`src/psieve_pkg.sv`:
```
// Package for the prime sieve engine: number widths, controller states,
// and the command and status groups between controller and datapath.
// No dependencies.
`default_nettype none

package psieve_pkg;

	localparam int DATA_W  = 8;
	localparam int NUM_W   = 9;
	localparam int TDATA_W = 2 * DATA_W;
	localparam int SQ_W    = 2 * NUM_W;

	typedef enum logic [2:0] {
		ST_IDLE,
		ST_FILL,
		ST_SV_RD,
		ST_SV_CHK,
		ST_STRIKE,
		ST_SCAN_RD,
		ST_SCAN_CHK,
		ST_FLUSH
	} state_t;

	typedef struct packed {
		logic in_ready;
		logic load;
		logic fill_wr;
		logic sieve_init;
		logic sv_rd;
		logic sieve_next;
		logic strike_init;
		logic strike_wr;
		logic scan_init;
		logic scan_rd;
		logic scan_take;
		logic flush_emit;
	} cmd_t;

	typedef struct packed {
		logic in_small;
		logic fill_done;
		logic sq_over;
		logic flag;
		logic strike_done;
		logic scan_end;
		logic out_free;
		logic pend_vld;
	} status_t;

endpackage

`default_nettype wire

```
`src/prime_sieve_engine_top.sv`:
```
// Top level of the prime sieve engine: controller plus datapath.
// Depends on psieve_pkg, psieve_ctrl and psieve_dp.
//
//   channel | dir | tdata fields (lsb first)         | tlast
//   s_*     | in  | upper_bound[7:0]                 | -
//   m_*     | out | prime[7:0], largest_prime[15:8]  | is_last
//
// One request at a time. For bound n the engine sets the flag store, runs a
// sieve test for each p with p*p <= n, strikes each prime's multiples from
// p*p, then scans each candidate; the flag store has a single read/write
// port. Bounds below two produce no results. Reset clears control only; the
// flag store is rewritten by each request. A stalled output holds the scan;
// a new request is taken once the final result sits in the output register.
`default_nettype none

module prime_sieve_engine_top #(
	parameter int SIEVE_DEPTH = 256
) (
	input  wire logic        clk,
	input  wire logic        arst_n,
	input  wire logic        s_tvalid,
	output logic             s_tready,
	input  wire logic [7:0]  s_tdata,   // [7:0] upper_bound
	output logic             m_tvalid,
	input  wire logic        m_tready,
	output logic [15:0]      m_tdata,   // [7:0] prime, [15:8] largest_prime
	output logic             m_tlast    // is_last
);
	import psieve_pkg::*;

	cmd_t    cmd;
	status_t status;
	state_t  state;

	psieve_ctrl u_ctrl (
		.clk      (clk),
		.arst_n   (arst_n),
		.in_valid (s_tvalid),
		.status   (status),
		.cmd      (cmd),
		.state    (state)
	);

	psieve_dp #(
		.SIEVE_DEPTH (SIEVE_DEPTH)
	) u_dp (
		.clk       (clk),
		.arst_n    (arst_n),
		.cmd       (cmd),
		.status    (status),
		.in_bound  (s_tdata),
		.out_valid (m_tvalid),
		.out_ready (m_tready),
		.out_data  (m_tdata),
		.out_last  (m_tlast)
	);

	assign s_tready = cmd.in_ready;

`ifndef SYNTHESIS
	a_last_largest: assert property (@(posedge clk) disable iff (!arst_n)
		m_tvalid && m_tlast |-> m_tdata[15:8] == m_tdata[7:0])
		else $error("largest_prime differs from prime on final transaction");

	a_mid_largest_zero: assert property (@(posedge clk) disable iff (!arst_n)
		m_tvalid && !m_tlast |-> m_tdata[15:8] == 8'd0)
		else $error("largest_prime nonzero before final transaction");

	a_prime_min: assert property (@(posedge clk) disable iff (!arst_n)
		m_tvalid |-> m_tdata[7:0] >= 8'd2)
		else $error("prime below two");

	a_ready_idle: assert property (@(posedge clk) disable iff (!arst_n)
		s_tready |-> state == ST_IDLE && !status.pend_vld)
		else $error("request taken while a run is open");
`endif

endmodule

`default_nettype wire

```
`src/psieve_dp.sv`:
```
// Datapath of the prime sieve engine: flag store, counters, square unit,
// pending prime and output register. Depends on psieve_pkg.
`default_nettype none

module psieve_dp #(
	parameter int SIEVE_DEPTH = 256
) (
	input  wire logic                         clk,
	input  wire logic                         arst_n,
	input  wire psieve_pkg::cmd_t             cmd,
	output psieve_pkg::status_t               status,
	input  wire logic [psieve_pkg::DATA_W-1:0]  in_bound,
	output logic                              out_valid,
	input  wire logic                         out_ready,
	output logic [psieve_pkg::TDATA_W-1:0]    out_data,
	output logic                              out_last
);
	import psieve_pkg::*;

	localparam int AW   = $clog2(SIEVE_DEPTH);
	localparam int BMAX = (SIEVE_DEPTH - 1 > 255) ? 255 : SIEVE_DEPTH - 1;

	logic                 flags_q [SIEVE_DEPTH];
	logic                 rd_data_q;
	logic [DATA_W-1:0]    bound_q;
	logic [NUM_W-1:0]     p_q;
	logic [NUM_W-1:0]     m_q;
	logic [SQ_W-1:0]      sq_q;
	logic [DATA_W-1:0]    pend_q;
	logic                 pend_vld_q;
	logic                 out_valid_q;
	logic [DATA_W-1:0]    out_prime_q;
	logic [DATA_W-1:0]    out_large_q;
	logic                 out_last_q;
	logic [DATA_W-1:0]    bound_sat;
	logic [NUM_W:0]       m_step;
	logic                 wr_en;
	logic                 rd_en;
	logic                 load_out;

	assign bound_sat = (in_bound > DATA_W'(BMAX)) ? DATA_W'(BMAX) : in_bound;
	assign m_step    = {1'b0, m_q} + {1'b0, p_q};
	assign wr_en     = cmd.fill_wr | cmd.strike_wr;
	assign rd_en     = cmd.sv_rd | cmd.scan_rd;
	assign load_out  = (cmd.scan_take & rd_data_q & pend_vld_q) | cmd.flush_emit;

	always_comb begin
		status.in_small    = (bound_sat < DATA_W'(2));
		status.fill_done   = (m_q == {1'b0, bound_q});
		status.sq_over     = (sq_q > SQ_W'(bound_q));
		status.flag        = rd_data_q;
		status.strike_done = (m_step > (NUM_W + 1)'(bound_q));
		status.scan_end    = (p_q == {1'b0, bound_q});
		status.out_free    = ~out_valid_q | out_ready;
		status.pend_vld    = pend_vld_q;
	end

	always_ff @(posedge clk) begin
		if (wr_en) begin
			flags_q[AW'(m_q)] <= cmd.fill_wr;
		end
		if (rd_en) begin
			rd_data_q <= flags_q[AW'(p_q)];
		end
	end

	always_ff @(posedge clk) begin
		if (cmd.load) begin
			bound_q <= bound_sat;
			m_q     <= NUM_W'(2);
		end else if (cmd.fill_wr) begin
			m_q <= m_q + NUM_W'(1);
		end else if (cmd.strike_init) begin
			m_q <= sq_q[NUM_W-1:0];
		end else if (cmd.strike_wr) begin
			m_q <= m_step[NUM_W-1:0];
		end
		if (cmd.sieve_init || cmd.scan_init) begin
			p_q <= NUM_W'(2);
		end else if (cmd.sieve_next || cmd.scan_take) begin
			p_q <= p_q + NUM_W'(1);
		end
		if (cmd.sv_rd) begin
			sq_q <= p_q * p_q;
		end
		if (cmd.scan_take && rd_data_q) begin
			pend_q <= p_q[DATA_W-1:0];
		end
		if (load_out) begin
			out_prime_q <= pend_q;
			out_last_q  <= cmd.flush_emit;
			out_large_q <= cmd.flush_emit ? pend_q : '0;
		end
	end

	always_ff @(posedge clk or negedge arst_n) begin
		if (!arst_n) begin
			pend_vld_q  <= 1'b0;
			out_valid_q <= 1'b0;
		end else begin
			if (cmd.scan_init || cmd.flush_emit) begin
				pend_vld_q <= 1'b0;
			end else if (cmd.scan_take && rd_data_q) begin
				pend_vld_q <= 1'b1;
			end
			if (load_out) begin
				out_valid_q <= 1'b1;
			end else if (out_ready) begin
				out_valid_q <= 1'b0;
			end
		end
	end

	assign out_valid = out_valid_q;
	assign out_data  = {out_large_q, out_prime_q};
	assign out_last  = out_last_q;

endmodule

`default_nettype wire

```
`src/psieve_ctrl.sv`:
```
// Controller of the prime sieve engine: sequences fill, sieve, strike, scan
// and flush phases over the datapath. Depends on psieve_pkg.
`default_nettype none

module psieve_ctrl (
	input  wire logic                clk,
	input  wire logic                arst_n,
	input  wire logic                in_valid,
	input  wire psieve_pkg::status_t status,
	output psieve_pkg::cmd_t         cmd,
	output psieve_pkg::state_t       state
);
	import psieve_pkg::*;

	state_t state_q;
	state_t state_d;
	logic   scan_stall;

	assign scan_stall = status.flag & status.pend_vld & ~status.out_free;

	always_ff @(posedge clk or negedge arst_n) begin
		if (!arst_n) begin
			state_q <= ST_IDLE;
		end else begin
			state_q <= state_d;
		end
	end

	always_comb begin
		state_d = state_q;
		unique case (state_q)
			ST_IDLE: begin
				if (in_valid && !status.in_small) state_d = ST_FILL;
			end
			ST_FILL: begin
				if (status.fill_done) state_d = ST_SV_RD;
			end
			ST_SV_RD: state_d = ST_SV_CHK;
			ST_SV_CHK: begin
				priority if (status.sq_over) state_d = ST_SCAN_RD;
				else if (status.flag) state_d = ST_STRIKE;
				else state_d = ST_SV_RD;
			end
			ST_STRIKE: begin
				if (status.strike_done) state_d = ST_SV_RD;
			end
			ST_SCAN_RD: state_d = ST_SCAN_CHK;
			ST_SCAN_CHK: begin
				if (!scan_stall) state_d = status.scan_end ? ST_FLUSH : ST_SCAN_RD;
			end
			ST_FLUSH: begin
				if (!status.pend_vld || status.out_free) state_d = ST_IDLE;
			end
			default: state_d = ST_IDLE;
		endcase
	end

	always_comb begin
		cmd = '0;
		unique case (state_q)
			ST_IDLE: begin
				cmd.in_ready = 1'b1;
				cmd.load     = in_valid;
			end
			ST_FILL: begin
				cmd.fill_wr    = 1'b1;
				cmd.sieve_init = status.fill_done;
			end
			ST_SV_RD: cmd.sv_rd = 1'b1;
			ST_SV_CHK: begin
				priority if (status.sq_over) cmd.scan_init = 1'b1;
				else if (status.flag) cmd.strike_init = 1'b1;
				else cmd.sieve_next = 1'b1;
			end
			ST_STRIKE: begin
				cmd.strike_wr  = 1'b1;
				cmd.sieve_next = status.strike_done;
			end
			ST_SCAN_RD: cmd.scan_rd = 1'b1;
			ST_SCAN_CHK: cmd.scan_take = ~scan_stall;
			ST_FLUSH: cmd.flush_emit = status.pend_vld & status.out_free;
			default: cmd = '0;
		endcase
	end

	assign state = state_q;

endmodule

`default_nettype wire
```
`config.mk`:
```
export PLATFORM = sky130hd
export DESIGN_NAME = prime_sieve_engine_top
export DESIGN_NICKNAME = d
export VERILOG_FILES = /design/src/psieve_pkg.sv /design/src/prime_sieve_engine_top.sv /design/src/psieve_dp.sv /design/src/psieve_ctrl.sv
export SDC_FILE = /design/constraint.sdc
export NUM_CORES = 1
export LEC_CHECK = 0
export ABC_AREA = 0
export BUFFER_PORTS_ARGS = -buffer_cell sky130_fd_sc_hd__buf_2
export CORE_AREA = 2 2 134 234
export CTS_CLUSTER_SIZE = 30
export DETAILED_ROUTE_END_ITERATION = 7
export DIE_AREA = 0 0 136 236
export PLACE_DENSITY = 0.81
export SETUP_SLACK_MARGIN = 0.15
export SLEW_MARGIN = 20
export SYNTH_ARGS = -nofsm -noshare
export SYNTH_HDL_FRONTEND = slang
export SYNTH_HIERARCHICAL = 1
export SYNTH_SLANG_ARGS = --single-unit
```
`constraint.sdc`:
```
create_clock -name clk -period 28.4 [get_ports clk]
set_input_delay 4.26 -clock clk [delete_from_list [all_inputs] [get_ports clk]]
set_output_delay 4.26 -clock clk [all_outputs]
set_load 0.02 [all_outputs]
```
==> results.py <==
metrics = {
    "outcome": {
        "outcome": "finished clean",
    },
    "yosys": {
        "number_of_enable_type_register_cells_in_the_synthesized_netlist": 307,
        "yosys_register_bits": 330,
        "synth_mux_area_share_pct": 10.1,
        "async_reset_ff_share_pct": 1.52,
        "syn_nets": 1461,
        "post_synth_xor_area_fraction_pct": 2.53,
        "avgSynthCellArea_um2": 12.6,
        "synth_simple_gate_area_share_pct": 13.0,
        "synth_top_family_by_area": "simple AND/OR/NAND/NOR gates",
        "synth-warning-count": 6,
        "synth_cells": 1350,
        "ys.flop_type": "edfxtp_1",
        "synth.cell_area_um2": 17000,
        "adder_cell_area_share_of_the_yosys_netlist_pct": 8.84,
        "count_of_distinct_cell_types_in_the_synthesized_netlist": 59,
        "synth-compound-area-share_pct": 4.54,
        "sequential_to_total_area_share_from_yosys_stat_pct": 57.1,
    },
    "sta": {
        "fmax_mhz": 166,
        "worst-slew-pin-transition_ps": 1120,
        "setup_total_negative_slack_ps": 0,
        "layout_worst_path_cycle_share_pct": 21.2,
        "rsz0062_at_grt": "no",
        "finalHoldViolCount": 0,
        "final_report_setup_violation_count": 0,
        "final_max_slew_viol_count": 0,
        "maxSlewHeadroom_pct": 24.9,
        "worst_clock_skew_ps": 21.9,
        "final.min_clock_period_ps": 6020,
    },
    "cts": {
        "number_of_hold_buffers_added_after_cts": 0,
        "tritoncts_clock_tree": "yes",
        "numClockSinks": 330,
        "cts_buffers": 28,
        "ctsRootBufferMaster": "clkbuf_16",
        "cts.htree.levels": 1,
        "path_clk_slew_ps": 70,
        "ctsResizeCount": 0,
        "insertion_delay_ps": 570,
        "cts_max_path_buffers": 3,
        "post_cts.repair.setup_buffers": 0,
    },
    "place": {
        "gp_routability_congestion": 0.879,
        "i_o_buffers": 30,
        "placed_cells_incl_taps": 1706,
        "dp_hpwl_mm": 26.4,
    },
    "pwr": {
        "netSwitchingPower_w": 0.000500,
        "power_frac_comb_pct": 28.7,
        "clkPwrFrac_pct": 26.0,
        "static-leakage-power_nw": 6.47,
        "intPower_w": 0.000999,
        "sw_frac_of_total_pct": 33.4,
        "worst_ir_drop_vdd_mv": 0.0958,
        "pwr_density_cell_nw_per_um2": 81.8,
        "power.share.sequential_pct": 45.2,
    },
    "die": {
        "core_region_area_um2": 30400,
        "floorplan.die_area_um2": 32100,
        "start_util_pct": 55.8,
        "vertical_die_dimension_um": 236,
        "ioPinCount": 31,
        "num_rows": 85,
        "fp.dieW_um": 136,
    },
    "routing": {
        "drt_first_pass_iters": 5,
        "drt-wirelength-per-cell_um": 23.0,
        "routed_via_density": 6.30,
        "routed-via-count": 11100,
        "antenna_left": 0,
        "drt_drc_violations_left": 0,
        "route.final.wire_length_mm": 40.4,
        "drt_iter0_markers": 1206,
    },
    "global_routing": {
        "global_route.peak_usage_layer": "met2",
        "grt_use_met3_pct": 3.07,
        "track_usage_pct": 25.7,
        "number_of_antenna_violations_at_the_first_check_in_global_routing": 0,
        "grt_start_max_net_pins": 154,
        "globalRouteOverflowTotal": 0,
        "grt_pass1_wl_mm": 61.9,
        "grt_use_met1_pct": 27.0,
        "vias_in_the_first_global_route": 11500,
        "gr-usage-met2_pct": 45.9,
    },
    "min_path": {
        "hold_path_depth": 0,
        "min-delay-path-class": "register to register",
    },
    "flow_run": {
        "maxCapViolCount": 0,
    },
    "layout": {
        "final-instance-count-excl-fill": 1757,
        "final_net_count": 1456,
        "post_route_cells_drive_above_1_share_pct": 12.5,
        "antenna_cells": 0,
        "areaGrowthSynthToFinish_pct": 7.91,
    },
    "critical_path": {
        "maximum_fanout_encountered_on_the_critical_timing_path": 17,
        "timing_worst_setup_path_type": "register to output pin",
        "critical_path_capture_point_type": "output pin",
        "critPathLaunchType": "register",
        "ff2ff_path_depth": 17,
        "worstPathArrival_ps": 1760,
        "cp.required_ps": 24140,
    },
}
==> critical path: stages (launching register included) <==
cell and delay [ps]:
dfrtp_1 590, nor3_1 380, buf_2 240
==> per-layer routing <==
metal	up-vias	wire [µm]
met1	5459	12800
met5	-	0
met3	199	2720
met4	0	3190
met2	616	21700
li1	4799	-
==> worst paths after layout <==
| path | startpoint | slack [ps] | end |
|---|---|---|---|
| worst max-delay path | u_ctrl/state[1]$_DFFE_PN0P_ | 22380 | s_tready |
| worst min-delay path | u_dp/pend_q[7]$_DFFE_PP_ | 440 | u_dp/out_prime_q[7]$_DFFE_PP_ |
| worst max register to register | u_dp/p_q[0]$_SDFFE_PP0P_ | 22610 | u_dp/sq_q[16]$_DFFE_PP_ |
| worst min register to register | u_dp/pend_q[7]$_DFFE_PP_ | 440 | u_dp/out_prime_q[7]$_DFFE_PP_ |
| max in group asynchronous | arst_n | 24690 | u_ctrl/state[2]$_DFFE_PN0P_ |
| min in group asynchronous | arst_n | 3530 | u_dp/out_valid$_DFFE_PN0P_ |
==> synth_stat cells (3+ instances only) <==
| cell | number | area, µm² |
|---|---|---|
| a211oi_1 | 3 | 22.5 |
| a21o_1 | 7 | 52.6 |
| a21oi_1 | 32 | 160 |
| a221oi_1 | 5 | 43.8 |
| a22o_1 | 3 | 26.3 |
| a22oi_1 | 9 | 67.6 |
| a31oi_1 | 8 | 50.1 |
| and2_1 | 32 | 200 |
| and3_1 | 6 | 37.5 |
| buf_1 | 7 | 26.3 |
| buf_2 | 9 | 45.0 |
| buf_4 | 3 | 22.5 |
| buf_6 | 3 | 33.8 |
| clkbuf_1 | 55 | 206 |
| dfrtp_1 | 5 | 125 |
| dfxtp_1 | 18 | 360 |
| edfxtp_1 | 307 | 9220 |
| fa_1 | 35 | 701 |
| ha_1 | 64 | 801 |
| inv_1 | 80 | 300 |
| mux2i_1 | 8 | 80.1 |
| mux4_2 | 71 | 1600 |
| nand2_1 | 67 | 251 |
| nand2b_1 | 12 | 75.1 |
| nand3_1 | 22 | 110 |
| nand4_1 | 7 | 43.8 |
| nor2_1 | 315 | 1180 |
| nor2b_1 | 12 | 75.1 |
| nor3_1 | 16 | 80.1 |
| nor3b_1 | 5 | 37.5 |
| nor4_1 | 8 | 50.1 |
| o21a_1 | 3 | 22.5 |
| o21ai_0 | 22 | 110 |
| o21bai_1 | 4 | 30.0 |
| o22ai_1 | 6 | 37.5 |
| or2_2 | 3 | 18.8 |
| xnor2_1 | 33 | 289 |
| xor2_1 | 16 | 140 |
==> cells in the final DEF (no fill, tap or decap), types with 16 or more instances in the layout <==
master	n
xnor2_1	33
buf_2	30
nor3_1	16
inv_1	80
edfxtp_1	307
ha_1	64
and2_1	32
o21ai_0	22
nor2_1	315
fa_1	35
nand2_1	67
nand3_1	22
a21oi_1	32
mux4_2	71
clkbuf_16	29
dfxtp_1	16
xor2_1	16
==> registers in the layout, indices dropped and copies added, names as in the netlist <==
| name | cells |
|---|---|
| u_dp/pend_q | 8 |
| u_ctrl/state | 3 |
| u_dp/pend_vld_q | 1 |
| u_dp/p_q | 9 |
| u_dp/out_last | 1 |
| u_dp/m_q | 9 |
| u_dp/out_large_q | 8 |
| u_dp/sq_q | 17 |
| u_dp/bound_q | 8 |
| u_dp/rd_data_q | 1 |
| u_dp/out_prime_q | 8 |
| u_dp/out_valid | 1 |
| u_dp/flags_q | 256 |
==> power by group through the flow <==
| stage | registers [W] | logic [W] | clock network (W) |
|---|---|---|---|
| CTS | 0.000678 | 0.000425 | 0.000396 |
| finish | 0.000678 | 0.000431 | 0.000390 |
| global placement | 0.000687 | 0.000410 | 0 |
| floorplan | 0.000677 | 0.000337 | 0 |
| global route | 0.000683 | 0.000464 | 0.000413 |
| detailed placement | 0.000689 | 0.000422 | 0 |
==> layout make-up <==
cell class                      count  area, µm²
Tap cell                          391        489
Sequential cell                   330       9710
Clock inverter                     17        188
Timing Repair Buffer               42        244
Fill cell                        2272      12100
Inverter                           83        312
Multi-Input combinational cell    860       6640
Clock buffer                       34        744
==> cells by family (layout without fill, tap and decap cells) <==
kind of cell             after synthesis  count (layout)
multiplexers                          82              82
AO/OA/AOI/OAI                        118             118
AND/OR/NAND/NOR                      512             512
flip-flops                           330             330
adder cells (fa/ha/maj)               99              99
buffers and inverters                160             176
XOR/XNOR                              49              49
==> stage by stage <==
| stage | worst slack (ps) | utilization [%] | total power, W | hold slack (ps) | instance area, µm² |
|---|---|---|---|---|---|
| after floorplan | 15130 | - | 0.00101 | 418 | 17000 |
| after global placement | 22020 | 57.2 | 0.00110 | 422 | 17400 |
| after detailed placement | 21990 | 57.2 | 0.00111 | 426 | 17400 |
| after CTS | 22370 | 60.2 | 0.00150 | 446 | 18300 |
| after global routing | 22170 | 60.3 | 0.00156 | 452 | 18300 |
| final | 22380 | 60.3 | 0.00150 | 440 | 18300 |
Power figures use the tool's default switching activity.
